`config.mk`:
```
export PLATFORM = sky130hd
export DESIGN_NAME = lcwb_lane
export DESIGN_NICKNAME = d
export VERILOG_FILES = /design/src/hw/rtl/lcwb_pkg.sv /design/src/hw/rtl/lcwb_div.sv /design/src/hw/rtl/lcwb_lane.sv
export SDC_FILE = /design/constraint.sdc
export NUM_CORES = 2
export LEC_CHECK = 0
export ABC_AREA = 1
export BUFFER_PORTS_ARGS = -buffer_cell sky130_fd_sc_hd__clkbuf_2
export CAP_MARGIN = 20
export CORE_ASPECT_RATIO = 2
export CORE_MARGIN = 2
export CORE_UTILIZATION = 45
export CTS_BUF_LIST = sky130_fd_sc_hd__clkbuf_4 sky130_fd_sc_hd__clkbuf_8
export DETAILED_ROUTE_END_ITERATION = 8
export GPL_TIMING_DRIVEN = 0
export SYNTH_ARGS = -nofsm -noshare
export SYNTH_HDL_FRONTEND = slang
export SYNTH_HIERARCHICAL = 1
export SYNTH_SLANG_ARGS = --single-unit
```
`constraint.sdc`:
```
create_clock -name i_clk -period 9.33 [get_ports i_clk]
set_input_delay 1.866 -clock i_clk [delete_from_list [all_inputs] [get_ports i_clk]]
set_output_delay 1.866 -clock i_clk [all_outputs]
set_load 0.05 [all_outputs]
```
`src/hw/rtl/lcwb_pkg.sv`:
```
// shared types, constants and register indexes of the load-cell weigh-and-balance core
package lcwb_pkg;

    localparam int LCWB_DIV_STEPS = 4;    // restoring steps per divider stage
    localparam int LCWB_WDIV_N    = 17;   // magnitude width of a cell weight
    localparam int LCWB_WDIV_D    = 12;   // rounding step width
    localparam int LCWB_BDIV_N    = 26;   // magnitude width of 100 * balance sum
    localparam int LCWB_BDIV_D    = 20;   // magnitude width of the total
    localparam int LCWB_NCELL     = 4;

    localparam logic signed [19:0] LCWB_ERR_TOTAL = -20'sd1028;
    localparam logic signed [19:0] LCWB_NEG_BAND  = -20'sd100;
    localparam logic [6:0]         LCWB_BAL_MAX   = 7'd100;

    typedef enum logic [1:0] {
        MODE_WEIGH    = 2'd0,
        MODE_RADIO    = 2'd1,
        MODE_LINK_ERR = 2'd2,
        MODE_SPARE    = 2'd3
    } t_mode;

    localparam logic [2:0] CFG_FULL_SCALE = 3'd0;
    localparam logic [2:0] CFG_OFFSET     = 3'd1;
    localparam logic [2:0] CFG_STEP       = 3'd2;
    localparam logic [2:0] CFG_MAP_A      = 3'd3;
    localparam logic [2:0] CFG_MAP_B      = 3'd4;
    localparam logic [2:0] CFG_MAP_C      = 3'd5;
    localparam logic [2:0] CFG_MAP_D      = 3'd6;

endpackage

```
`src/hw/rtl/lcwb_div.sv`:
```
// pipelined restoring divider, a few quotient bits per stage, with a sideband carried along
module lcwb_div import lcwb_pkg::*; #(
    parameter int WN  = LCWB_WDIV_N,
    parameter int WD  = LCWB_WDIV_D,
    parameter int WS  = 1,
    parameter int SPS = LCWB_DIV_STEPS
) (
    input  logic          i_clk,
    input  logic [WN-1:0] i_num,
    input  logic [WD-1:0] i_den,
    input  logic [WS-1:0] i_side,
    output logic [WN-1:0] o_quo,
    output logic [WD-1:0] o_rem,
    output logic [WS-1:0] o_side
);

    localparam int NST = (WN + SPS - 1) / SPS;

    // numerator bits shift out of the top, quotient bits shift in at the bottom
    logic [WN-1:0] r_nq   [NST];
    logic [WD-1:0] r_rem  [NST];
    logic [WD-1:0] r_den  [NST];
    logic [WS-1:0] r_side [NST];

    for (genvar k = 0; k < NST; k++) begin : g_stage
        logic [WN-1:0] s_nq;
        logic [WD-1:0] s_rem;
        logic [WD-1:0] s_den;
        logic [WS-1:0] s_side;
        logic [WN-1:0] n_nq;
        logic [WD-1:0] n_rem;

        if (k == 0) begin : g_first
            assign s_nq   = i_num;
            assign s_rem  = '0;
            assign s_den  = i_den;
            assign s_side = i_side;
        end else begin : g_next
            assign s_nq   = r_nq[k-1];
            assign s_rem  = r_rem[k-1];
            assign s_den  = r_den[k-1];
            assign s_side = r_side[k-1];
        end

        always_comb begin
            logic [WD:0] v_rem2;
            logic        v_bit;
            n_nq  = s_nq;
            n_rem = s_rem;
            for (int j = 0; j < SPS; j++) begin
                if (k * SPS + j < WN) begin
                    v_rem2 = {n_rem, n_nq[WN-1]};
                    v_bit  = 1'b0;
                    if (v_rem2 >= {1'b0, s_den}) begin
                        v_rem2 = v_rem2 - {1'b0, s_den};
                        v_bit  = 1'b1;
                    end
                    n_rem = v_rem2[WD-1:0];
                    n_nq  = {n_nq[WN-2:0], v_bit};
                end
            end
        end

        always_ff @(posedge i_clk) begin
            r_nq[k]   <= n_nq;
            r_rem[k]  <= n_rem;
            r_den[k]  <= s_den;
            r_side[k] <= s_side;
        end
    end

    assign o_quo  = r_nq[NST-1];
    assign o_rem  = r_rem[NST-1];
    assign o_side = r_side[NST-1];

endmodule

```
`src/hw/rtl/lcwb_lane.sv`:
```
// one cell lane: current reading to tared, rounded and saturated weight
module lcwb_lane import lcwb_pkg::*; #(
    parameter int SPS = LCWB_DIV_STEPS
) (
    input  logic               i_clk,
    input  logic [15:0]        i_raw,
    input  logic [15:0]        i_fs,
    input  logic signed [15:0] i_off,
    input  logic [11:0]        i_step,
    output logic signed [17:0] o_weight
);

    // scale is in*fs*20/(16*65535) = (in*fs*5/4)/65535, folded twice by 2^16 == 1 mod 65535
    logic [31:0]        r_prod;
    logic [16:0]        r_q0;
    logic [17:0]        r_t;
    logic [1:0]         r_lo;
    logic [17:0]        r_q;
    logic               r_inex;
    logic signed [19:0] r_w;
    logic signed [17:0] r_weight;

    logic [34:0]        n_n5;
    logic [16:0]        n_r1;
    logic               n_adj;
    logic [16:0]        n_rem;
    logic signed [19:0] n_d;
    logic signed [19:0] n_abs;
    logic signed [17:0] n_weight_p;
    logic [16:0]        div_quo;
    logic [11:0]        div_rem;
    logic [17:0]        div_side;

    assign n_n5  = {3'b0, r_prod} + {1'b0, r_prod, 2'b0};
    assign n_r1  = {1'b0, r_t[15:0]} + {15'b0, r_t[17:16]};
    assign n_adj = (n_r1 >= 17'd65535);
    assign n_rem = n_adj ? n_r1 - 17'd65535 : n_r1;
    assign n_d   = $signed({2'b0, r_q}) - $signed({{4{i_off[15]}}, i_off});
    assign n_abs = (r_w < 0) ? -r_w : r_w;

    always_ff @(posedge i_clk) begin
        r_prod <= i_raw * i_fs;
        r_q0   <= n_n5[34:18];
        r_t    <= {2'b0, n_n5[17:2]} + {1'b0, n_n5[34:18]};
        r_lo   <= n_n5[1:0];
        r_q    <= {1'b0, r_q0} + {16'b0, r_t[17:16]} + {17'b0, n_adj};
        r_inex <= (r_lo != 2'b0) || (n_rem != 17'b0);
        // truncation toward zero pulls an inexact negative value up by one
        r_w    <= n_d + ((n_d < 0 && r_inex) ? 20'sd1 : 20'sd0);
    end

    lcwb_div #(
        .WN (LCWB_WDIV_N),
        .WD (LCWB_WDIV_D),
        .WS (18),
        .SPS(SPS)
    ) u_div (
        .i_clk (i_clk),
        .i_num (n_abs[16:0]),
        .i_den (i_step),
        .i_side(r_w[17:0]),
        .o_quo (div_quo),
        .o_rem (div_rem),
        .o_side(div_side)
    );

    always_comb begin
        logic signed [19:0] v_w;
        logic signed [19:0] v_r;
        logic signed [19:0] v_s;
        logic signed [19:0] v_p;
        v_w = {{2{div_side[17]}}, div_side};
        v_r = $signed({8'b0, div_rem});
        v_s = $signed({8'b0, i_step});
        if (i_step == 12'd0) begin
            v_p = v_w;
        end else begin
            v_p = ({1'b0, div_rem} >= {1'b0, i_step[11:1]} + 13'd0) ? v_w - v_r + v_s
                                                                   : v_w - v_r;
            if (v_p > 0 && v_p <= v_s + 20'sd1) v_p = '0;
            if (v_p < 0 && v_p >= LCWB_NEG_BAND) v_p = '0;
        end
        if (v_p > 20'sd131071) v_p = 20'sd131071;
        if (v_p < -20'sd131072) v_p = -20'sd131072;
        n_weight_p = v_p[17:0];
    end

    always_ff @(posedge i_clk) begin
        r_weight <= n_weight_p ^ {18{div_quo[0] & 1'b0}};
    end

    assign o_weight = r_weight;

endmodule

```
==> run metrics <==
depth of the most critical reg-to-reg path=58; MaxCap Viol Count=0; Clock Path Buffers=3; CTS tree=done; worst-path fanout max=10; first-pass GRT wire length=172 mm; final worst-path cycle share=94.2%; largest net degree at the start of global routing=17; crit path launch=r_w[1]; skew final=0.0359 ns; Post-Syn Area per Cell=7.18 sq um; number of global-route vias before repair=33,700; Die Footprint=82,300 sq um; CTS Hold Bufs=0; # IOs=79; Cells after Synth=5,004; vias=32,200; core area=79,100 sq um; Worst path depth=58; Clock transition at path regs=0.08 ns; final hold vios=0; initial antenna violation count=5; R2R Setup Slk=0.55 ns; initial DRC count=1,115; DR WL/cell=18.2 um; Vias per Instance=5.20; final setup vio count=0; worst-skew pair later-pin latency=0.70 ns; Final min period=8.78 ns; remaining antenna violation count=0; Horiz. Die Dim=204 um; CP Launch Type=flip-flop; Post-Syn Nets=5,705; clock net sink count=351; slew of the pin with the lowest slew margin=1.05 ns; grt met1 use=20.1%; Setup Crit Path Kind=flip-flop to flip-flop; GPL Wtd Cong=0.966; drc violations=0; Critical Path AT=9.35 ns; Root Buffer=clkbuf_8; layout cell share with drive strength beyond 1=7.78%; Crit. End Element=flip-flop; Crit path largest cell delay=0.32 ns; worst r2r src=r_w[1]; Synth Cell Area=35,900 sq um; Register Area=7030 sq um; CP endpoint=u_div/r_rem[0][10]; peak-usage layer in the global routing report=met2; status=completed; DRT Pass-1 Iters=5; setup TNS=0 ns; CTS Buf Count=50; DP HPWL=96.3 mm; Area Overhead vs Synth=8.24%; Pins Over Slew Limit=0; RR Endpoint=u_div/r_rem[0][10]; multi-input logic area=25,100 sq um; GRT Resource Usage Total=27.5%; CP top delay family=simple AND/OR/NAND/NOR gates; Row Count=146; FILL cells=8,117; Slowest cell on crit path=dfxtp_1; Worst Hold Class=flip-flop to flip-flop; GRT Residual Overflow=0; Slew HR=29.6%; Worst Path Required=9.89 ns; H-tree Lvls=2; Total Wirelength=113 mm; CP Buf/Inv Count=15; I/O Buffers=46; yosys warns=6; Die Height=404 um; met3 usage=3.34%; Nets=5,820; starting density of the core=45.4%; met2 Track Usage GR=56.1%; achievable clock frequency=0.114 GHz
==> flip-flops by register name (all words and copies together) (netlist names) <==
signal,cells
u_div/r_side,90
r_lo,2
u_div/r_den,48
r_q,18
u_div/r_rem,60
r_w,19
u_div/r_nq,28
r_prod,32
o_weight,18
r_inex,1
r_t,18
r_q0,17
==> stage by stage <==
| step | cell area (sq um) | cells | util (%) | hold WS, ns | setup slack [ns] |
|---|---|---|---|---|---|
| 2_1_floorplan | 35900 | 5004 | - | 0.310 | 1.61 |
| 3_3_place_gp | 37500 | 6086 | 47.4 | 0.310 | -0.792 |
| 3_5_place_dp | 37500 | 6087 | 47.4 | 0.312 | -0.727 |
| 4_1_cts | 38700 | 6180 | 48.9 | 0.308 | 0.0493 |
| 5_1_grt | 38900 | 6195 | 49.2 | 0.316 | -0.120 |
| 6_report | 38900 | 6195 | 49.2 | 0.308 | 0.546 |
==> cell usage in the layout, fill, tap and decap left out, types with 22 or more instances in the layout <==
| master | count |
|---|---|
| nand2_1 | 1292 |
| inv_1 | 872 |
| ha_1 | 419 |
| dfxtp_1 | 350 |
| nor2_1 | 277 |
| a21oi_1 | 276 |
| nand3_1 | 224 |
| xor2_1 | 220 |
| fa_1 | 218 |
| o21ai_0 | 140 |
| xnor2_1 | 92 |
| clkbuf_1 | 70 |
| nand4_1 | 67 |
| clkbuf_8 | 58 |
| o21ai_1 | 50 |
| nor3_1 | 47 |
| clkbuf_2 | 47 |
| nand3_2 | 37 |
| nand2_2 | 34 |
| inv_2 | 26 |
| buf_4 | 25 |
| o21bai_1 | 22 |
==> area by class of cell <==
| class | instances | area share, % |
|---|---|---|
| sequential | 351 | 18.1 |
| multi-input combinational | 3642 | 64.5 |
| clock inverter | 17 | 0.592 |
| timing repair buffer | 63 | 0.913 |
| tap | 1036 | 3.33 |
| buffer | 106 | 1.47 |
| antenna | 2 | 0.0129 |
| inverter | 905 | 8.78 |
| clock buffer | 73 | 2.33 |
==> how the worst min path moves through the flow <==
| stage | from | endpoint | slack (ns) | cells past startpoint |
|---|---|---|---|---|
| finish | u_div/r_side[0][60] | u_div/r_side[0][78] | 0.31 | 0 |
| global route | u_div/r_side[0][58] | u_div/r_side[0][76] | 0.32 | 0 |
| CTS | u_div/r_side[0][59] | u_div/r_side[0][77] | 0.31 | 0 |
| detailed placement | u_div/r_nq[0][28] | u_div/r_nq[0][49] | 0.31 | 0 |
| global placement | u_div/r_side[0][28] | u_div/r_side[0][46] | 0.31 | 0 |
| floorplan | u_div/r_nq[0][4] | u_div/r_nq[0][25] | 0.31 | 0 |
==> what timing repair did <==
item | in CTS | in global routing
pin swaps | 1 | 8
gates resized for setup | 12 | 43
gates cloned | 0 | 2
endpoints found under the hold margin | 0 | 0
setup buffers | 3 | 11
endpoints found under the setup margin | 22 | 24
==> metal layers <==
metal	vias to the layer above	part of all wire, %
met5	-	0
met4	0	13
met3	501	2.8
met2	734	56
met1	15000	28
li1	16000	-
Power is not shown: default switching activity piles up to over one toggle a cycle in this logic, so the estimate is an artifact.
